## config.mk

```make
export PLATFORM = sky130hd
export DESIGN_NAME = rfa_ctrl
export DESIGN_NICKNAME = d
export VERILOG_FILES = /design/src/rfa_pkg.sv /design/src/rfa_ctrl.sv
export SDC_FILE = /design/constraint.sdc
export NUM_CORES = 1
export LEC_CHECK = 0
export BUFFER_PORTS_ARGS = -buffer_cell sky130_fd_sc_hd__buf_2
export CAP_MARGIN = 10
export CORE_ASPECT_RATIO = 0.8
export CORE_MARGIN = 4
export CORE_UTILIZATION = 45
export DETAILED_ROUTE_END_ITERATION = 16
export GPL_ROUTABILITY_DRIVEN = 1
export SLEW_MARGIN = 20
export SYNTH_ARGS = -nofsm -noshare
export SYNTH_HDL_FRONTEND = slang
export SYNTH_SLANG_ARGS = --single-unit
```

## constraint.sdc

```tcl
create_clock -name clk -period 6.6 [get_ports clk]
set_clock_uncertainty 0.2 [all_clocks]
set_input_delay 0.66 -clock clk [delete_from_list [all_inputs] [get_ports clk]]
set_output_delay 0.66 -clock clk [all_outputs]
set_load 0.03 [all_outputs]
```

## src/rfa_pkg.sv

```systemverilog
// Package for the rational fraction ALU: payload structs, commands and status codes.
// Shared by the controller, the datapath and the top level; depends on nothing.
`default_nettype none
package rfa_pkg;
  localparam int DefWidth = 32;

  typedef enum logic [1:0] {
    CMD_ADD = 2'd0,
    CMD_SUB = 2'd1,
    CMD_MUL = 2'd2,
    CMD_DIV = 2'd3
  } cmd_t;

  typedef enum logic [1:0] {
    ST_OK   = 2'd0,
    ST_ZERO = 2'd1,
    ST_OVF  = 2'd2,
    ST_RSVD = 2'd3
  } status_t;

  typedef struct packed {
    logic [1:0]  command;
    logic [31:0] num_a;
    logic [31:0] den_a;
    logic [31:0] num_b;
    logic [31:0] den_b;
  } in_item_t;

  typedef struct packed {
    logic [31:0] res_num;
    logic [30:0] res_den;
    logic [1:0]  status;
  } out_item_t;

  typedef enum logic [3:0] {
    OP_NONE   = 4'd0,
    OP_LOAD   = 4'd1,
    OP_GSETUP = 4'd2,
    OP_DSTART = 4'd3,
    OP_GSTEP  = 4'd4,
    OP_DIVA   = 4'd5,
    OP_DIVB   = 4'd6,
    OP_LCM    = 4'd7,
    OP_SCALEA = 4'd8,
    OP_SCALEB = 4'd9,
    OP_MULN   = 4'd10,
    OP_MULD   = 4'd11,
    OP_RSETUP = 4'd12,
    OP_DIVN   = 4'd13,
    OP_DIVD   = 4'd14,
    OP_FINAL  = 4'd15
  } op_t;

  typedef struct packed {
    op_t  op;
  } ctrl_t;

  typedef struct packed {
    logic bad;
    logic addsub;
    logic y_zero;
    logic n_zero;
    logic div_done;
  } stat_t;
endpackage
`default_nettype wire

```

## src/rfa_ctrl.sv

```systemverilog
// Controller state machine for the rational fraction ALU.
// Sequences the datapath through GCD, scaling and reduction; uses rfa_pkg.
`default_nettype none
module rfa_ctrl
  import rfa_pkg::*;
(
  input  wire logic  clk,
  input  wire logic  rst_n,
  input  wire logic  start,
  output logic       busy,
  output logic       done,
  output ctrl_t      ctrl,
  input  stat_t      stat
);
  typedef enum logic [14:0] {
    S_IDLE  = 15'b000000000000001,
    S_CHECK = 15'b000000000000010,
    S_MUL1  = 15'b000000000000100,
    S_MUL2  = 15'b000000000001000,
    S_GCHK  = 15'b000000000010000,
    S_GDIV  = 15'b000000000100000,
    S_ADIV  = 15'b000000001000000,
    S_BDIV  = 15'b000000010000000,
    S_SCA   = 15'b000000100000000,
    S_SCB   = 15'b000001000000000,
    S_RSET  = 15'b000010000000000,
    S_NDIV  = 15'b000100000000000,
    S_DDIV  = 15'b001000000000000,
    S_FIN   = 15'b010000000000000,
    S_OUT   = 15'b100000000000000
  } state_t;

  state_t state_r, state_nxt;
  logic   redu_r, redu_nxt;

  always_comb begin
    state_nxt = state_r;
    redu_nxt  = redu_r;
    ctrl.op   = OP_NONE;
    unique case (state_r)
      S_IDLE: begin
        if (start) begin
          ctrl.op = OP_LOAD;
          state_nxt = S_CHECK;
        end
      end
      S_CHECK: begin
        if (stat.bad) begin
          state_nxt = S_FIN;
        end else if (stat.addsub) begin
          ctrl.op = OP_GSETUP;
          redu_nxt = 1'b0;
          state_nxt = S_GCHK;
        end else begin
          state_nxt = S_MUL1;
        end
      end
      S_MUL1: begin
        ctrl.op = OP_MULN;
        state_nxt = S_MUL2;
      end
      S_MUL2: begin
        ctrl.op = OP_MULD;
        state_nxt = S_RSET;
      end
      S_GCHK: begin
        if (stat.y_zero) begin
          if (redu_r) begin
            ctrl.op = OP_DIVN;
            state_nxt = S_NDIV;
          end else begin
            ctrl.op = OP_DIVA;
            state_nxt = S_ADIV;
          end
        end else begin
          ctrl.op = OP_DSTART;
          state_nxt = S_GDIV;
        end
      end
      S_GDIV: begin
        if (stat.div_done) begin
          ctrl.op = OP_GSTEP;
          state_nxt = S_GCHK;
        end
      end
      S_ADIV: begin
        if (stat.div_done) begin
          ctrl.op = OP_DIVB;
          state_nxt = S_BDIV;
        end
      end
      S_BDIV: begin
        if (stat.div_done) begin
          ctrl.op = OP_LCM;
          state_nxt = S_SCA;
        end
      end
      S_SCA: begin
        ctrl.op = OP_SCALEA;
        state_nxt = S_SCB;
      end
      S_SCB: begin
        ctrl.op = OP_SCALEB;
        state_nxt = S_RSET;
      end
      S_RSET: begin
        if (stat.n_zero) begin
          state_nxt = S_FIN;
        end else begin
          ctrl.op = OP_RSETUP;
          redu_nxt = 1'b1;
          state_nxt = S_GCHK;
        end
      end
      S_NDIV: begin
        if (stat.div_done) begin
          ctrl.op = OP_DIVD;
          state_nxt = S_DDIV;
        end
      end
      S_DDIV: begin
        if (stat.div_done) begin
          state_nxt = S_FIN;
        end
      end
      S_FIN: begin
        ctrl.op = OP_FINAL;
        state_nxt = S_OUT;
      end
      S_OUT: begin
        state_nxt = S_IDLE;
      end
      default: begin
        state_nxt = S_IDLE;
      end
    endcase
  end

  always_ff @(posedge clk) begin
    if (!rst_n) begin
      state_r <= S_IDLE;
      redu_r  <= 1'b0;
    end else begin
      state_r <= state_nxt;
      redu_r  <= redu_nxt;
    end
  end

  assign busy = (state_r != S_IDLE);
  assign done = (state_r == S_OUT);

  a_onehot: assert property (@(posedge clk) disable iff (!rst_n) $onehot(state_r))
    else $error("controller state is not one-hot");
  a_done_once: assert property (@(posedge clk) disable iff (!rst_n) done |=> !done)
    else $error("result strobe longer than one cycle");
  a_start_load: assert property (@(posedge clk) disable iff (!rst_n)
    (start && !busy) |=> busy)
    else $error("accepted transaction did not raise busy");
endmodule
`default_nettype wire

```

==> flow_summary.ini, run 1 <==
[yosys]
yosys_warnings = 0
synth_area_leader_cell = dfxtp_1
synth.most_common_cell = dfxtp_1
syn_inst = 138
netlist_area_um2 = 1100
synth-edff-count = 0
avgSynthCellArea_um2 = 8.01
synth_top_cells_by_area = dfxtp_1, nor4_4, nor3_1
ys_seq_elements = 16
synth_fp_nets = 146
synth_common_cells = dfxtp_1, nand2_1, nor2_1
async_flop_share_pct = 0
yosys.cell_types.count = 43
synth_flop_cell = dfxtp_1
yosysSeqAreaShare_pct = 29.0
synth.top_cell.area_share_pct = 29.0

[clocking]
root_buffer = clkbuf_4
ctsHtreeMaxLevel = 1
cts_setup_buffers = 0
clk_latency_ns = 0.30
tritoncts = done
cts_resized = 0
clkSinkCount = 16
path_clk_slew_ns = 0.09
clock_path_buffers = 2
cts_made_buffers = 3
ctsHoldBuffers = 0

[route]
drt-vias-per-instance = 6.43
wl_per_cell_um = 17.0
dr.pass1.iters = 4
vias = 1126
drc = 0
finalWirelength_mm = 2.97
drt_iter0_drc = 130
ant_nets = 0

[cells_and_area]
layout-drive-gt1-share_pct = 18.0
fin_nets = 159
diodes = 0
syn2layout_area_growth_pct = 9.63

[critical_path]
critical-path-top-delay-family = simple AND/OR/NAND/NOR gates
crit_type = reg -> out
crit_required_ns = 5.74
path_cells = nor4_4 -> nand3_1 -> nor4_1 -> a21oi_1 -> o211ai_1 -> buf_2
start_kind = flip-flop
slowest_delay_ns = 0.56
critPathSlowestCell = nor4_4
cp_num_buf_inv = 1
critPathCaptureType = output pin
cp.arrival_ns = 2.52
crit_fanout = 10

[sta]
fin_crit_sh_pct = 51.2
tns_ns = 0
maxSlewViolCount = 0
finalCriticalPeriod_ns = 3.38
tightest_slew_ns = 0.656
grt_setup_unrepaired = false
fmax_ghz = 0.296
max-slew-margin-rel_pct = 55.9
hold_violations = 0
setup_viol = 0

[min_path]
hold_class = in -> reg

[grt]
grt_max_degree = 12
grtUsageTotal_pct = 20.3
first_global_vias = 1042
antenna_found_initial = 0
grt_remaining_overflow = 0
grt_pass1_wl_mm = 5.20

[power]
power_density_nw_per_um2 = 167
leakage_nw = 0.462
peakVddDrop_mv = 0.105
p_total_mw = 0.202

[placement]
port_buffers = 13
finalWeightedCongestion = 0.915
dp_hpwl_mm = 2.25

[floorplanning]
initial_utilization_pct = 49.1
fp-row-count = 15
dieArea_um2 = 3320
io_pins = 14
core-area_um2 = 2250
die_y_um = 52.3
die_w_um = 63.4

[job]
cap_violations = 0

[status]
status = complete, no violations
## placed cells by master, fill, tap and decap left out, types with 2 or more instances in the layout
cell,count
nor4_4,3
and3_1,2
nand4b_1,4
nor4b_1,4
o211ai_1,2
o22ai_1,3
a21oi_1,5
nor4_1,6
clkbuf_4,3
nor2_1,14
nor3_1,11
inv_1,4
nand4_1,5
a32oi_1,2
buf_2,13
o21ai_0,3
nand2_1,14
xnor2_1,4
dfxtp_1,16
nand2b_1,3
nand3b_1,2
nand3_1,6
## layer usage
layer  share of wire (%)  wire [µm]  vias up  GRT usage [%]
met4                0.88         26        0           4.30
met3                 6.6        197        4           6.87
met1                  48       1420      527           26.9
met5                   0          0        -              0
li1                    -          -      547              -
met2                  44       1320       48           32.1
## state kept, by name (all words and copies together) (netlist names)
signal / cells
redu_r: 1
state_r: 15
## logic make-up after synthesis
group,Yosys count,share of synthesized area [%]
mux,1,0.906
simple gates,84,47.9
compound gates,22,14.2
flops,16,29.0
buf+inv,10,4.08
xor+xnor,5,3.96
## report_power, final
part           switching (mW)  internal [mW]  leakage, nW  total [mW]
sequential            0.00323         0.0979        0.129       0.101
clock                  0.0340         0.0337       0.0210      0.0677
combinational          0.0215         0.0116        0.312      0.0331
total                  0.0588          0.143        0.462       0.202
## path summary, 6_finish.rpt
path / startpoint / to / slack, ns / cells after the start
setup / recovery: state_r[0]$_SDFFE_PN1P_ / ctrl[3] / 3.22 / 6
hold reg to reg: redu_r$_SDFFE_PN0P_ / redu_r$_SDFFE_PN0P_ / 0.37 / 2
setup reg to reg: state_r[13]$_SDFFE_PN0P_ / state_r[13]$_SDFFE_PN0P_ / 4.26 / 5
hold / removal: stat[3] / state_r[2]$_SDFFE_PN0P_ / 0.33 / 2
## worst reg2reg max path: stages, from the launching register on
cell and delay, ns:
dfxtp_1 0.40, nor3_1 0.58, nand4b_1 0.40, o22ai_4 0.32
and2_2 0.24, nor3_1 0.07
## final cells by class
cell class | instances | area [µm²]
well taps | 25 | 31.3
multi-input cells | 112 | 739
inverters | 5 | 18.8
flip-flops and latches | 16 | 320
repair buffers | 13 | 65.1
fillers | 214 | 1040
clock buffers | 4 | 36.3
## through the flow
stage	worst slack, ns	cell area, µm²	hold WS [ns]	utilization (%)	std cells
after floorplan	3.65	1100	0.275	-	138
after global placement	3.49	1170	0.332	52.2	171
after detailed placement	3.58	1170	0.358	52.2	171
after CTS	3.25	1210	0.334	53.8	175
after global routing	2.92	1210	0.334	53.8	175
final	3.22	1210	0.332	53.8	175
(Power assumes the default switching activity.)
==> run 2, diff against run 1 <==
--- a/config.mk
+++ b/config.mk
@@ -12,6 +12,7 @@
 export CORE_UTILIZATION = 45
 export DETAILED_ROUTE_END_ITERATION = 16
 export GPL_ROUTABILITY_DRIVEN = 1
+export PLACE_DENSITY = 0.67
 export SLEW_MARGIN = 20
 export SYNTH_ARGS = -nofsm -noshare
 export SYNTH_HDL_FRONTEND = slang
==> constraint.sdc (replaced) <==
create_clock -name clk -period 2.85 [get_ports clk]
set_clock_uncertainty 0.2 [all_clocks]
set_input_delay 0.285 -clock clk [delete_from_list [all_inputs] [get_ports clk]]
set_output_delay 0.285 -clock clk [all_outputs]
set_load 0.03 [all_outputs]
==> flow_summary.ini, run 2 (synthesis gave the netlist of run 1 again) <==
[clocking]
clock_path_buffers = 2
root_buffer = clkbuf_4
clk_latency_ns = 0.31
cts_made_buffers = 3
tritoncts = done
path_clk_slew_ns = 0.11
ctsHtreeMaxLevel = 1
clkSinkCount = 16

[critical_path]
rr_endpoint = state_r[2]$_SDFFE_PN0P_
crit_required_ns = 2.37
start_kind = flip-flop
critPathSlowestCell = nor4_4
rrSetupSlack_ns = 0.52
reg2regPathDepth = 5
cp.arrival_ns = 2.14
cp_num_buf_inv = 2
crit_type = reg -> out
critical-path-top-delay-family = simple AND/OR/NAND/NOR gates
crit_fanout = 10
path_cells = nor4_4 -> nand2_1 -> buf_4 -> nor3_1 -> nor2_1 -> o211ai_1 -> buf_2
r2r_start = state_r[11]$_SDFFE_PN0P_
slowest_delay_ns = 0.47
critPathCaptureType = output pin

[grt]
grt_max_degree = 12
first_global_vias = 1073
antenna_found_initial = 0
grt_pass1_wl_mm = 5.17
grt_remaining_overflow = 0
grtUsageTotal_pct = 20.1

[cells_and_area]
layout_commonest_cell = dfxtp_1
final_cells = 185
diodes = 0
syn2layout_area_growth_pct = 17.8
layout-drive-gt1-share_pct = 23.1
largest_reg_flops = 15
reg_top3 = state_r (15), redu_r (1)
fin_nets = 169
final_cell_mix = dfxtp_1, nand2_1, nor2_1
largest_register = state_r

[floorplanning]
fp-row-count = 15
core-area_um2 = 2250
initial_utilization_pct = 49.1
dieArea_um2 = 3320
die_w_um = 63.4
die_y_um = 52.3
io_pins = 14

[sta]
max-slew-margin-rel_pct = 68.3
grt_setup_unrepaired = false
setup_viol = 0
fmax_ghz = 0.381
hold_violations = 0
tightest_slew_ns = 0.472
tns_ns = 0
maxSlewViolCount = 0
fin_crit_sh_pct = 92.2
finalCriticalPeriod_ns = 2.63

[route]
ant_nets = 0
vias = 1185
dr.pass1.iters = 4
drt-vias-per-instance = 6.41
drc = 0
finalWirelength_mm = 3.10
wl_per_cell_um = 16.7
drt_iter0_drc = 88

[min_path]
min_to = state_r[14]$_SDFFE_PN0P_
hold_start = rst_n
hold_class = in -> reg
min_path_cells = 3

[power]
power_density_nw_per_um2 = 373
peakVddDrop_mv = 0.252
leakage_nw = 0.512

[placement]
placedCellCount = 176
finalWeightedCongestion = 0.907
dp_hpwl_mm = 2.28
port_buffers = 13

[job]
cap_violations = 0

[status]
status = complete, no violations
[run 2: changes by cell type in the layout (fill, tap and decap cells not counted), sizes merged]
cell,previous run,this run
buf,13,20
clkbuf,4,5
dlygate4sd3,0,2
[run 2: area by class of cell]
type	count	area, µm²
clock buffer	4	36.3
fill	210	951
inverter	5	18.8
multi-input combinational	112	746
sequential	16	322
tap	25	31.3
timing repair buffer	23	148
[run 2: how the worst max path moves through the flow]
stage,startpoint,endpoint,slack [ns],cells after the start
6_report,state_r[6]$_SDFFE_PN0P_,ctrl[1],0.22,7
5_1_grt,state_r[3]$_SDFFE_PN0P_,ctrl[3],0.07,7
4_1_cts,state_r[11]$_SDFFE_PN0P_,ctrl[0],0.17,6
3_5_place_dp,state_r[11]$_SDFFE_PN0P_,ctrl[0],0.53,6
3_3_place_gp,state_r[0]$_SDFFE_PN1P_,ctrl[3],0.55,7
2_1_floorplan,state_r[0]$_SDFFE_PN1P_,done,0.27,3
[run 2: routing by layer]
layer	share of wire (%)	global-route usage (%)	vias to the layer above
met1	47	27.3	566
met4	1.0	6.45	0
met3	8.5	6.01	4
li1	-	-	566
met2	44	30.5	49
met5	0	0	-
[run 2: through the flow]
stage | hold slack (ns) | power [mW] | worst slack [ns] | utilization, % | area [µm²]
2_1_floorplan | 0.163 | 0.291 | 0.270 | - | 1100
4_1_cts | 0.0371 | 0.481 | 0.170 | 56.3 | 1270
3_5_place_dp | 0.271 | 0.320 | 0.529 | 53.8 | 1210
6_report | 0.0371 | 0.486 | 0.223 | 57.8 | 1300
3_3_place_gp | 0.265 | 0.320 | 0.550 | 53.8 | 1210
5_1_grt | 0.0530 | 0.504 | 0.0681 | 57.8 | 1300
[run 2: report_power, final]
part / switching (mW) / internal [mW] / total (mW)
combinational: 0.0543 / 0.0365 / 0.0907
clock: 0.0832 / 0.0781 / 0.161
sequential: 0.00727 / 0.227 / 0.234
[run 2: repair_timing]
action                                 in CTS  in global routing
gates resized for setup                     0                  3
buffers inserted                            0                  3
hold buffers                                2                  0
setup endpoints to repair                   0                  2
endpoints found under the hold margin       1                  0
[run 2: tightest hold or removal path: stages]
cell     delay (ns)
buf_2          0.13
nand2_1        0.07
nor3_1         0.04
==> run 3, diff against run 2 <==
--- a/config.mk
+++ b/config.mk
@@ -12,6 +12,7 @@
 export CORE_UTILIZATION = 45
 export DETAILED_ROUTE_END_ITERATION = 16
 export GPL_ROUTABILITY_DRIVEN = 1
+export MAX_ROUTING_LAYER = met4
 export PLACE_DENSITY = 0.67
 export SLEW_MARGIN = 20
 export SYNTH_ARGS = -nofsm -noshare
==> flow_summary.ini, run 3 (synthesis gave the netlist of run 1 again) <==
[cells_and_area]
layout_commonest_cell = dfxtp_1
layout-drive-gt1-share_pct = 20.4
fin_nets = 166
final_cell_mix = dfxtp_1, nand2_1, nor2_1
reg_top3 = state_r (15), redu_r (1)
syn2layout_area_growth_pct = 14.8
diodes = 0
largest_reg_flops = 15
largest_register = state_r

[sta]
finalCriticalPeriod_ns = 2.65
setup_viol = 0
hold_violations = 0
tns_ns = 0
maxSlewViolCount = 0
fin_crit_sh_pct = 93.1
grt_setup_unrepaired = false
max-slew-margin-rel_pct = 69.5
tightest_slew_ns = 0.454
fmax_ghz = 0.377

[clocking]
root_buffer = clkbuf_4
clock_path_buffers = 2
clkSinkCount = 16
path_clk_slew_ns = 0.11
tritoncts = done
ctsHtreeMaxLevel = 1
clk_latency_ns = 0.30
cts_setup_buffers = 0
cts_made_buffers = 3

[floorplanning]
initial_utilization_pct = 49.1
core-area_um2 = 2250
dieArea_um2 = 3320
io_pins = 14
fp-row-count = 15
die_y_um = 52.3
die_w_um = 63.4

[placement]
finalWeightedCongestion = 0.893
dp_hpwl_mm = 2.38
port_buffers = 13

[critical_path]
crit_fanout = 6
cp-startpoint = state_r[0]$_SDFFE_PN1P_
crit_path_frequent_cell = nand4b_1
slowest_delay_ns = 0.43
cp_num_buf_inv = 1
path_cells = nor4_4 -> nand4b_1 -> nor2_1 -> nand4b_1 -> nand4_1 -> buf_2
critPathSlowestCell = nor4_4
crit_type = reg -> out
crit_required_ns = 2.37
critical-path-top-delay-family = simple AND/OR/NAND/NOR gates
critPathCaptureType = output pin
start_kind = flip-flop
cp.arrival_ns = 2.17
r2r_start = state_r[11]$_SDFFE_PN0P_

[grt]
grt_remaining_overflow = 0
grt_max_degree = 12
grtUsageTotal_pct = 20.6
antenna_found_initial = 0
first_global_vias = 1091
grt_pass1_wl_mm = 5.09

[power]
peakVddDrop_mv = 0.229
power_density_nw_per_um2 = 377
leakage_nw = 0.497
p_total_mw = 0.478

[route]
wl_per_cell_um = 16.9
drt_iter0_drc = 62
dr.pass1.iters = 4
drc = 0
drt-vias-per-instance = 6.57
finalWirelength_mm = 3.08
vias = 1195
ant_nets = 0

[min_path]
hold_start = rst_n
hold_class = in -> reg

[status]
status = complete, no violations

[job]
cap_violations = 0
==> run 3: metrics by stage <==
step | cells | util, % | setup WS, ns | cell area, µm² | hold WS, ns
detailed placement | 176 | 53.8 | 0.563 | 1210 | 0.270
floorplan | 138 | - | 0.270 | 1100 | 0.163
global placement | 176 | 53.8 | 0.581 | 1210 | 0.265
CTS | 182 | 56.3 | 0.214 | 1270 | 0.0470
finish | 182 | 56.3 | 0.197 | 1270 | 0.0420
global route | 182 | 56.3 | 0.0306 | 1270 | 0.0457
==> run 3: repair_timing <==
action                    in CTS  in global routing
resized for setup              0                  0
hold buffers                   2                  0
hold endpoints to repair       1                  0
==> run 3: cell type report <==
class,count,area (µm²)
inverters,5,18.8
multi-input cells,112,739
clock buffers,4,36.3
repair buffers,20,123
fillers,210,983
flip-flops and latches,16,320
well taps,25,31.3
==> run 3: power by group <==
group	total [mW]	internal, mW	leakage (nW)	switching, mW
logic	0.0849	0.0321	0.346	0.0529
registers	0.234	0.227	0.129	0.00767
clock network	0.159	0.0778	0.0210	0.0809
total	0.478	0.337	0.497	0.141
==> run 3: tightest hold or removal path, delay by kind of cell <==
family | cells | cell delay [ns]
buffers and inverters | 1 | 0.13
and+or+nand+nor | 2 | 0.11
==> run 3: worst paths after layout <==
| check | endpoint | slack [ns] | cells after the start |
|---|---|---|---|
| worst max-delay path | ctrl[0] | 0.20 | 6 |
| worst min-delay path | state_r[14]$_SDFFE_PN0P_ | 0.04 | 3 |
| worst min register to register | redu_r$_SDFFE_PN0P_ | 0.34 | 2 |
| worst max register to register | state_r[2]$_SDFFE_PN0P_ | 0.55 | 5 |
==> run 3: routing by layer <==
metal	track usage (%)	vias to the layer above	wire length, µm	share of wire [%]
li1	-	560	-	-
met1	26.7	563	1470	48
met2	30.2	61	1270	41
met3	4.72	11	252	8.2
met4	10.0	0	85	2.8
met5	-	-	0	0
